--- src/rtl/sop_pkg.sv ---
// Shared types and constants for the scaled outer product block.
`timescale 1ns / 1ps
`default_nettype none

package sop_pkg;

  // Field widths
  localparam int unsigned SAMPLE_W    = 16;
  localparam int unsigned BIDX_W      = 6;
  localparam int unsigned ALPHA_W     = 16;
  localparam int unsigned LEN_W       = 7;
  localparam int unsigned PROD_W      = 32;
  localparam int unsigned COL_W       = 6;
  localparam int unsigned CFG_IDX_W   = 1;
  localparam int unsigned CFG_DATA_W  = 16;
  localparam int unsigned IN_TDATA_W  = 24;
  localparam int unsigned OUT_TDATA_W = 40;

  // Register reset values
  localparam logic signed [ALPHA_W-1:0] ALPHA_RESET = 16'sd4096;
  localparam logic [LEN_W-1:0]          BLEN_RESET  = 7'd64;

  // Register indexes
  localparam logic [CFG_IDX_W-1:0] CFG_ALPHA = 1'b0;
  localparam logic [CFG_IDX_W-1:0] CFG_BLEN  = 1'b1;

  // Input item kinds (tuser)
  localparam logic KIND_LOAD = 1'b0;
  localparam logic KIND_ROW  = 1'b1;

  // Controller to datapath commands
  typedef struct packed {
    logic load_b;     // write the request's sample into the b store
    logic row_mul;    // capture alpha * sample
    logic scale_ld;   // saturate scaled value, clear column counter
    logic issue;      // read the current column, advance the counter
  } sop_cmd_t;

  // Datapath to controller status
  typedef struct packed {
    logic adv;        // pipeline moves this cycle
    logic s1_busy;    // read stage still holds a column
    logic len_zero;   // effective row length is zero
    logic col_last;   // column counter is on the last column
  } sop_status_t;

endpackage

`default_nettype wire

--- src/rtl/sop_ram.sv ---
// Generic single-write, single-read RAM with registered read data.
`timescale 1ns / 1ps
`default_nettype none

module sop_ram #(
  parameter int unsigned WIDTH = 16,
  parameter int unsigned DEPTH = 64
) (
  input  wire logic                     clk_i,
  input  wire logic                     we_i,
  input  wire logic [$clog2(DEPTH)-1:0] waddr_i,
  input  wire logic [WIDTH-1:0]         wdata_i,
  input  wire logic                     re_i,
  input  wire logic [$clog2(DEPTH)-1:0] raddr_i,
  output      logic [WIDTH-1:0]         rdata_o
);

  logic [WIDTH-1:0] mem_q [DEPTH];
  logic [WIDTH-1:0] rdata_q;

  always_ff @(posedge clk_i) begin
    if (we_i) begin
      mem_q[waddr_i] <= wdata_i;
    end
    if (re_i) begin
      rdata_q <= mem_q[raddr_i];
    end
  end

  assign rdata_o = rdata_q;

endmodule

`default_nettype wire

--- src/rtl/sop_ctrl.sv ---
// Controller state machine: accepts requests and sequences the columns of a row.
`timescale 1ns / 1ps
`default_nettype none

module sop_ctrl
  import sop_pkg::*;
(
  input  wire logic        clk_i,
  input  wire logic        rst_ni,
  input  wire logic        in_valid_i,
  input  wire logic        in_kind_i,
  output      logic        in_ready_o,
  output      sop_cmd_t    cmd_o,
  input  wire sop_status_t status_i
);

  typedef enum logic [2:0] {
    ST_IDLE  = 3'b001,
    ST_SCALE = 3'b010,
    ST_RUN   = 3'b100
  } state_e;

  state_e state_q, state_d;

  always_comb begin
    state_d    = state_q;
    cmd_o      = '0;
    in_ready_o = 1'b0;
    case (state_q)
      ST_IDLE: begin
        in_ready_o = 1'b1;
        if (in_valid_i) begin
          if (in_kind_i == KIND_ROW) begin
            cmd_o.row_mul = 1'b1;
            state_d       = ST_SCALE;
          end else begin
            cmd_o.load_b = 1'b1;
          end
        end
      end
      ST_SCALE: begin
        // scaled value is shared by the read stage; wait for it to drain
        if (status_i.len_zero) begin
          state_d = ST_IDLE;
        end else if (!status_i.s1_busy) begin
          cmd_o.scale_ld = 1'b1;
          state_d        = ST_RUN;
        end
      end
      ST_RUN: begin
        cmd_o.issue = status_i.adv;
        if (status_i.adv && status_i.col_last) begin
          state_d = ST_IDLE;
        end
      end
      default: begin
        state_d = ST_IDLE;
      end
    endcase
  end

  always_ff @(posedge clk_i or negedge rst_ni) begin
    if (!rst_ni) begin
      state_q <= ST_IDLE;
    end else begin
      state_q <= state_d;
    end
  end

endmodule

`default_nettype wire

--- src/rtl/sop_dp.sv ---
// Datapath: config registers, scaling, b store, column counter and product stage.
`timescale 1ns / 1ps
`default_nettype none

module sop_dp
  import sop_pkg::*;
#(
  parameter int unsigned MAX_B_LEN = 64
) (
  input  wire logic                       clk_i,
  input  wire logic                       rst_ni,
  input  wire logic                       cfg_we_i,
  input  wire logic [CFG_IDX_W-1:0]       cfg_idx_i,
  input  wire logic [CFG_DATA_W-1:0]      cfg_data_i,
  input  wire logic signed [SAMPLE_W-1:0] sample_i,
  input  wire logic [BIDX_W-1:0]          b_index_i,
  input  wire sop_cmd_t                   cmd_i,
  output      sop_status_t                status_o,
  input  wire logic                       out_ready_i,
  output      logic                       out_valid_o,
  output      logic signed [PROD_W-1:0]   product_o,
  output      logic [COL_W-1:0]           column_o,
  output      logic                       row_end_o
);

  localparam int unsigned AW      = $clog2(MAX_B_LEN);
  localparam logic [LEN_W-1:0] MaxLen = LEN_W'(MAX_B_LEN);

  // Configuration registers
  logic signed [ALPHA_W-1:0] alpha_q;
  logic [LEN_W-1:0]          blen_q;

  always_ff @(posedge clk_i or negedge rst_ni) begin
    if (!rst_ni) begin
      alpha_q <= ALPHA_RESET;
      blen_q  <= BLEN_RESET;
    end else if (cfg_we_i) begin
      case (cfg_idx_i)
        CFG_ALPHA: alpha_q <= $signed(cfg_data_i[ALPHA_W-1:0]);
        CFG_BLEN:  blen_q  <= cfg_data_i[LEN_W-1:0];
        default:   ;
      endcase
    end
  end

  logic [LEN_W-1:0] len_eff;
  assign len_eff = (blen_q > MaxLen) ? MaxLen : blen_q;

  // Scaling: Q4.12 * Q1.15, floor shift by 12, saturate to 16 bits
  logic signed [PROD_W-1:0]   p_q;
  logic signed [SAMPLE_W-1:0] scaled_q;
  logic signed [PROD_W-13:0]  p_sh;
  logic signed [SAMPLE_W-1:0] scaled_d;

  assign p_sh = p_q[PROD_W-1:12];

  always_comb begin
    if (!p_sh[PROD_W-13] && (p_sh[PROD_W-14:SAMPLE_W-1] != '0)) begin
      scaled_d = 16'sh7FFF;
    end else if (p_sh[PROD_W-13] && (p_sh[PROD_W-14:SAMPLE_W-1] != '1)) begin
      scaled_d = -16'sh8000;
    end else begin
      scaled_d = p_sh[SAMPLE_W-1:0];
    end
  end

  always_ff @(posedge clk_i) begin
    if (cmd_i.row_mul) begin
      p_q <= PROD_W'(alpha_q) * PROD_W'(sample_i);
    end
    if (cmd_i.scale_ld) begin
      scaled_q <= scaled_d;
    end
  end

  // Column counter
  logic [AW-1:0] col_q;

  always_ff @(posedge clk_i or negedge rst_ni) begin
    if (!rst_ni) begin
      col_q <= '0;
    end else if (cmd_i.scale_ld) begin
      col_q <= '0;
    end else if (cmd_i.issue) begin
      col_q <= col_q + AW'(1);
    end
  end

  // b store
  logic                       ram_we;
  logic [SAMPLE_W-1:0]        ram_rdata;
  logic                       adv;

  assign ram_we = cmd_i.load_b && ({1'b0, b_index_i} < MaxLen);

  sop_ram #(
    .WIDTH(SAMPLE_W),
    .DEPTH(MAX_B_LEN)
  ) i_bstore (
    .clk_i  (clk_i),
    .we_i   (ram_we),
    .waddr_i(b_index_i[AW-1:0]),
    .wdata_i(sample_i),
    .re_i   (adv),
    .raddr_i(col_q),
    .rdata_o(ram_rdata)
  );

  // Read stage and output register; both move together when output is free
  logic                     v1_q;
  logic [AW-1:0]            col1_q;
  logic                     last1_q;
  logic                     out_valid_q;
  logic signed [PROD_W-1:0] prod_q;
  logic [COL_W-1:0]         col_out_q;
  logic                     last_out_q;
  logic                     col_last;

  assign adv      = !out_valid_q || out_ready_i;
  assign col_last = (LEN_W'(col_q) == (len_eff - LEN_W'(1)));

  always_ff @(posedge clk_i or negedge rst_ni) begin
    if (!rst_ni) begin
      v1_q        <= 1'b0;
      out_valid_q <= 1'b0;
    end else if (adv) begin
      v1_q        <= cmd_i.issue;
      out_valid_q <= v1_q;
    end
  end

  always_ff @(posedge clk_i) begin
    if (adv) begin
      col1_q  <= col_q;
      last1_q <= col_last;
      if (v1_q) begin
        prod_q     <= PROD_W'(scaled_q) * PROD_W'($signed(ram_rdata));
        col_out_q  <= COL_W'(col1_q);
        last_out_q <= last1_q;
      end
    end
  end

  assign status_o.adv      = adv;
  assign status_o.s1_busy  = v1_q;
  assign status_o.len_zero = (len_eff == '0);
  assign status_o.col_last = col_last;

  assign out_valid_o = out_valid_q;
  assign product_o   = prod_q;
  assign column_o    = col_out_q;
  assign row_end_o   = last_out_q;

endmodule

`default_nettype wire

--- src/rtl/scaled_outer_product.sv ---
// Top level of the scaled outer product block.
`timescale 1ns / 1ps
`default_nettype none

// Streaming scaled outer product R[i][j] = alpha * a[i] * b[j] in fixed point.
// A load request (tuser = 0) writes sample into the b store at b_index; an index
// at or above MAX_B_LEN is dropped. A row request (tuser = 1) carries one a
// element: it is scaled by alpha (Q4.12), floored by 12 bits and saturated to
// 16 bits, then multiplied by b[0] .. b[len-1], with len = b_length capped at
// MAX_B_LEN. Each result is the full 32-bit signed product, its column, and
// tlast on the last column; b_length of 0 gives no results. Every b entry a row
// reads must have been loaded first. A load request keeps the block idle, so the
// next request can follow at once. A row request is accepted while idle and
// captures alpha * a; the scale step saturates it, then one column per cycle is
// read from the b store's single read port while the output can move; the input
// is held off until the row is issued. Results pass the read stage and output
// register and leave one per cycle when the sink is ready. Downstream stalls stop
// the column sequencer. Since the scaled value is shared, a new row waits in its
// scale step until the previous row's last column has left the read stage.
// The output register frees the input side while a final result still waits.
// Configuration: cfg_idx_i 0 = alpha, 1 = b_length; write only while idle.

module scaled_outer_product
  import sop_pkg::*;
#(
  parameter int unsigned MAX_B_LEN = 64
) (
  input  wire logic                   clk_i,
  input  wire logic                   rst_ni,
  // configuration write port
  input  wire logic                   cfg_we_i,
  input  wire logic [CFG_IDX_W-1:0]   cfg_idx_i,
  input  wire logic [CFG_DATA_W-1:0]  cfg_data_i,
  // input stream
  input  wire logic                   s_axis_tvalid_i,
  output      logic                   s_axis_tready_o,
  input  wire logic [IN_TDATA_W-1:0]  s_axis_tdata_i,  // sample[15:0], b_index[21:16], pad
  input  wire logic [0:0]             s_axis_tuser_i,  // kind[0]
  // result stream
  output      logic                   m_axis_tvalid_o,
  input  wire logic                   m_axis_tready_i,
  output      logic [OUT_TDATA_W-1:0] m_axis_tdata_o,  // product[31:0], column[37:32], pad
  output      logic                   m_axis_tlast_o   // row_end
);

  sop_cmd_t    cmd;
  sop_status_t status;

  logic signed [PROD_W-1:0] product;
  logic [COL_W-1:0]         column;

  sop_ctrl i_ctrl (
    .clk_i     (clk_i),
    .rst_ni    (rst_ni),
    .in_valid_i(s_axis_tvalid_i),
    .in_kind_i (s_axis_tuser_i[0]),
    .in_ready_o(s_axis_tready_o),
    .cmd_o     (cmd),
    .status_i  (status)
  );

  sop_dp #(
    .MAX_B_LEN(MAX_B_LEN)
  ) i_dp (
    .clk_i      (clk_i),
    .rst_ni     (rst_ni),
    .cfg_we_i   (cfg_we_i),
    .cfg_idx_i  (cfg_idx_i),
    .cfg_data_i (cfg_data_i),
    .sample_i   ($signed(s_axis_tdata_i[SAMPLE_W-1:0])),
    .b_index_i  (s_axis_tdata_i[SAMPLE_W+BIDX_W-1:SAMPLE_W]),
    .cmd_i      (cmd),
    .status_o   (status),
    .out_ready_i(m_axis_tready_i),
    .out_valid_o(m_axis_tvalid_o),
    .product_o  (product),
    .column_o   (column),
    .row_end_o  (m_axis_tlast_o)
  );

  assign m_axis_tdata_o = {(OUT_TDATA_W - PROD_W - COL_W)'(0), column, product};

endmodule

`default_nettype wire

--- config.mk ---
export PLATFORM = sky130hd
export DESIGN_NAME = scaled_outer_product
export DESIGN_NICKNAME = d
export VERILOG_FILES = /design/src/rtl/sop_pkg.sv /design/src/rtl/sop_ram.sv /design/src/rtl/sop_ctrl.sv /design/src/rtl/sop_dp.sv /design/src/rtl/scaled_outer_product.sv
export SDC_FILE = /design/constraint.sdc
export NUM_CORES = 2
export LEC_CHECK = 0
export BUFFER_PORTS_ARGS = -buffer_cell sky130_fd_sc_hd__buf_2
export CORE_ASPECT_RATIO = 0.75
export CORE_MARGIN = 3
export CORE_UTILIZATION = 45
export DETAILED_ROUTE_END_ITERATION = 10
export PLACE_DENSITY = 0.68
export SLEW_MARGIN = 20
export SYNTH_ARGS = -nofsm -noshare
export SYNTH_HDL_FRONTEND = slang
export SYNTH_SLANG_ARGS = --single-unit
--- constraint.sdc ---
create_clock -name clk_i -period 18.1 [get_ports clk_i]
set_input_delay 2.715 -clock clk_i [delete_from_list [all_inputs] [get_ports clk_i]]
set_output_delay 2.715 -clock clk_i [all_outputs]
set_load 0.05 [all_outputs]
# Word-level counts from Yosys, hierarchy flattened
# Memories as Yosys holds them, arrays and structs flattened. A register that Yosys moved wholly into a read port is not among the register bits.
# Cells that the tools add are included.
[totals] ramBits=1024 latchBits=0 in_bits=47 regBits=128 n_memories=1 out_inout_bits=43 elab_cells=63 rom_bits=0
[memory_table] memory="i_dp.i_bstore.mem_q" depth=64 word_bits=16 read_ports=1 rd_clocked_by_memory_dff=1 write_ports=1 line_no="sop_ram.sv:18" source="logic [WIDTH-1:0] mem_q [DEPTH];"
[op_classes] n_addsub=2 div=0 reduce_logical=13 n_mul=2 order_cmp=1 muxes=21 shifts=0 n_eq_ne=9 bitwise_logic=1
[ops] cell="$mul A16 B16 Y32" n=2
[ops] cell="$mux W16" n=1
[ops] cell="$mux W3" n=5
[ops] cell="$mux W6" n=2
[ops] cell="$mux W1" n=9
[ops] cell="$pmux W3 S3" n=1
[ops] cell="$eq A6 B7 Y1" n=1
[ops] cell="$gt A7 B7 Y1 const B" n=1
[ops] cell="$logic_not A7 Y1" n=1
[ops] cell="$mux W7" n=1
[ops] cell="$sub A7 B1 Y7 const B" n=1
[ops] cell="$add A6 B1 Y6 const B" n=1
[ops] cell="$reduce_and A2 Y1" n=3
[ops] cell="$mux W2" n=2
[ops] cell="$ne A2 B2 Y1 const B" n=2
[ops] cell="$ne A4 B4 Y1 const B" n=1
[ops] cell="$reduce_and A4 Y1" n=1
[ops] cell="$reduce_bool A4 Y1" n=1
[ops] cell="$eq A3 B1 Y1 const B" n=1
[ops] cell="$eq A3 B2 Y1 const B" n=1
[ops] cell="$eq A3 B3 Y1 const B" n=1
[ops] cell="$logic_and A1 B1 Y1" n=3
[ops] cell="$ne A3 B3 Y1 const B" n=1
[ops] cell="$logic_not A1 Y1" n=2
[ops] cell="4 further kinds" n=4

# Longest topological paths before layout
[depth] word_depth=7 ltp_mapped=23 mapped_depth_nobuf=21

# Hierarchy
# Synthesis repeated with hierarchy kept, for this count alone.
[hier_totals] cells_unflattened=4153 hier_area_um2=63545.9
[modules_own_cells] module="sop_ram" area_per_inst_um2=40202.3 cells_each=1829 n_inst=1 seq_area_each_um2=31230.0
[modules_own_cells] module="sop_dp" area_per_inst_um2=23152.2 cells_each=2302 n_inst=1 seq_area_each_um2=3240.6
[modules_own_cells] module="sop_ctrl" area_per_inst_um2=172.7 cells_each=19 n_inst=1 seq_area_each_um2=76.3
[modules_own_cells] module="scaled_outer_product" area_per_inst_um2=18.8 cells_each=3 n_inst=1 seq_area_each_um2=0.0

# Worst setup path after synthesis
# No wires, ideal clock.
[synth_path] path_type="input port to flip-flop" from="input port s_axis_tdata_i[1]" to="register i_dp.p_q[22] (data pin)" stages=19 slack_ps=9937 setup_ps=264 n_path_buf=1 required_ps=17836 arrival_ps=7900 cell_sequence="clkbuf_1 nand2_1 fa_1 fa_1 inv_1 fa_1 fa_1 fa_1 inv_1 fa_1 inv_1 ha_1 and2_1 a31o_1 a211oi_2 o31ai_1 a31o_2 a221oi_1 xnor2_1"
[synth_via] elab_chain_cells=1
[synth_rtl] item="from (decl)" line_no="scaled_outer_product.sv:37" source="input wire logic [IN_TDATA_W-1:0] s_axis_tdata_i,"
[synth_rtl] item="$mul A16 B16 Y32" line_no="sop_dp.sv:69" source="p_q <= PROD_W'(alpha_q) * PROD_W'(sample_i);"
[synth_rtl] item="to (signal assigned)" line_no="sop_dp.sv:69"
[synth_rtl] item="to (decl)" line_no="sop_dp.sv:50" source="logic signed [PROD_W-1:0] p_q;"
# No other way between the ends.
# A chain may end at the register's enable or synchronous reset.

# Worst setup path in the final report
[layout_path] from="input port s_axis_tdata_i[15]" to="register i_dp.p_q[30] (data pin)"
# The elaborated chain is that of the path after synthesis.

==> flow_summary.ini <==
[timing]
post-route-period-util_pct = 50.0
fin_worst_skew_ps = 33.3
rsz0062_at_grt = no
tns_ps = 0
fmax_ghz = 0.110
tightest_slew_ps = 1080
fin_crit_ps = 9050
max_slew_margin_pct = 28.3
setup_viol = 0
hold_viol = 0
report.final.slew_viol_count = 0

[clocking]
post_cts_buffers = 0
clock-sinks = 1156
numCtsBuffers = 109
cts_max_path_buffers = 3
ctsHoldBuffers = 0
clk_latency_ps = 730
path_clk_slew_ps = 60
cts_tree = built
htreeDepth = 3
clockRootBuffer = clkbuf_16
post_cts_resized = 0

[drt]
vias_per_cell = 5.52
drt_iter0_drc = 3518
wirelength_mm = 148
vias = 33400
ant_nets = 0
drt-pass1-iter-count = 8
drc = 0
wl_per_cell_um = 24.4

[run]
maxCapViolations = 0

[worst_setup_path]
arrival_ps = 9490
path_class = input pin to flip-flop
worstPathMaxFanout = 72
required_ps = 18530
ff2ff_setup_slack_ps = 11120
startpoint = s_axis_tdata_i[15]
critPathCapture = i_dp.p_q[30]
reg2reg_from = i_dp.scaled_q[7]
rr_endpoint = i_dp.product_o[24]
start_kind = input pin
rr_worst_depth = 18
cp-end-kind = flip-flop

[floorplanning]
die-area_mm2 = 0.146
core_area_mm2 = 0.139
die_h_um = 331
dieWidth_um = 440
rows = 118
initial_core_util_pct = 45.6
ios = 90

[synth]
synth-compound-area-share_pct = 1.84
yosysTopAreaCell = edfxtp_1
ys_seq_area_share_pct = 54.4
postSynthAreaPerCell_um2 = 16.0
synthMuxAreaShare_pct = 12.4
async_flop_share_pct = 2.94
synth_edf_count = 1122
ys_ff_latch = 1156
yosys.area.top_type_share_pct = 53.1
synthSimpleGateAreaFrac_pct = 6.04
yosys-top-cells-area = edfxtp_1 (53%), fa_1 (17%), mux4_2 (12%), inv_1 (3.5%), ha_1 (3.2%)
synth_cell_types = 70
yosysWarnings = 0
synthXorXnorAreaFrac_pct = 0.994
synthCells = 3968
synth_top_family_by_area = adder cells
synthAdderAreaFrac_pct = 19.7
synthFlopType = edfxtp_1
syn_area_mm2 = 0.0635

[grt]
grt_antenna_before_repair = 4
grtUsageTotal_pct = 21.0
grt_pass1_vias = 34800
grt_max_degree = 102
grt_first_pass_wirelength_mm = 226
grt_overflow = 0

[placement]
port_buffers = 85
post-dp-hpwl_mm = 96.2
gp_congestion = 0.839

[worst_hold_path]
hold_class = flip-flop to flip-flop
min_from = i_dp.col1_q[1]

[finish]
syn_to_final_growth_pct = 10.1
mostFrequentLayoutCells = edfxtp_1 (1122), inv_1 (587), fa_1 (523)
layout_commonest_cell = edfxtp_1
fillers = 11500
layout-drive-gt1-share_pct = 17.1
nets = 4827

[run_status]
outcome = finished clean
metal layers:
layer	part of all wire [%]	up-vias	track usage (%)	wire, um
met1	44	17700	31.9	65700
met4	1.6	2	3.51	2400
met3	8.5	148	4.38	12500
met5	0.0088	-	0	13
met2	45	1284	32.0	67200
li1	-	14300	-	-
critical path, stage by stage:
cell and delay, ps:
buf_2 70, buf_4 640, clkinv_1 670, nor2_1 290, fa_1 490, fa_1 520
fa_1 430, fa_1 460, fa_1 490, inv_1 50, fa_1 470, inv_1 40
ha_1 360, a21o_1 140, a21o_1 110, a21oi_1 80, o31ai_1 490, a221oi_2 220
o211a_1 270, a311oi_1 460
cell families after synthesis:
kind of cell,after synthesis
buffers and inverters,756
and+or+nand+nor,766
adders and majority gates,686
muxes,361
other,1
DFF,1156
AOI/OAI and AO/OA,170
xor gates and xnor gates,72
through the flow:
step / utilization, % / hold WS, ps / cell area, um2 / setup WS, ps / cells
floorplan: - / 400 / 63500 / 9940 / 3969
global placement: 47.7 / 404 / 66300 / 8500 / 5843
detailed placement: 47.7 / 409 / 66300 / 8380 / 5843
CTS: 50.2 / 426 / 69900 / 9130 / 6046
global route: 50.2 / 427 / 69900 / 8600 / 6046
finish: 50.2 / 424 / 69900 / 9050 / 6047
final cells by class:
class                           instances  area, um2  share of cell area (%)
Timing Repair Buffer                  180       1150                    1.65
Multi-Input combinational cell       2057      26100                    37.3
Clock buffer                          132       2840                    4.06
Sequential cell                      1156      34600                    49.5
Inverter                              590       2210                    3.17
Clock inverter                         71        694                   0.994
Tap cell                             1860       2330                    3.33
Antenna cell                            1       2.50                 0.00358
synthesized netlist by cell type (5+ instances only):
cell and count:
edfxtp_1 1122, inv_1 587, fa_1 523, mux4_2 336, nand2_1 267, and2_1 249, ha_1 163, clkbuf_1 121
nor2_1 117, xnor2_1 51, a21oi_1 35, dfrtp_1 31, nor3_1 24, buf_2 21, o21a_1 21, xor2_1 21
nand2b_1 20, o21ai_0 19, a21o_1 18, mux2_1 17, buf_1 13, nand4_1 13, nand3_1 12, nor2b_1 12
o21ai_1 11, and3_1 10, a211oi_1 9, buf_4 8, mux2_2 7, nor3b_1 7, a31oi_1 6, and4_1 6
nand3b_1 6, nor4_1 6, o211ai_1 6, o21bai_1 6, or3_1 6, o311ai_1 5
state kept, by name (all words and copies together), names as in the netlist, 3 cells and up:
register,count
i_dp.i_bstore.rdata_o,16
i_dp.column_o,6
i_dp.i_bstore.mem_q,1024
i_ctrl.state_q,3
i_dp.scaled_q,16
i_dp.blen_q,7
i_dp.col_q,6
i_dp.p_q,20
i_dp.col1_q,6
i_dp.product_o,32
i_dp.alpha_q,16
how the worst min path moves through the flow:
stage | to | slack, ps | cells past startpoint
6_report | i_dp.column_o[1] | 420 | 0
2_1_floorplan | i_dp.column_o[0] | 400 | 0
3_3_place_gp | i_dp.column_o[3] | 400 | 0
5_1_grt | i_dp.row_end_o | 430 | 0
3_5_place_dp | i_dp.column_o[3] | 410 | 0
4_1_cts | i_dp.row_end_o | 430 | 0
Power is left out: the tool's default activity adds up to more than one toggle a clock period on the data nets, which glitch-free logic cannot reach.
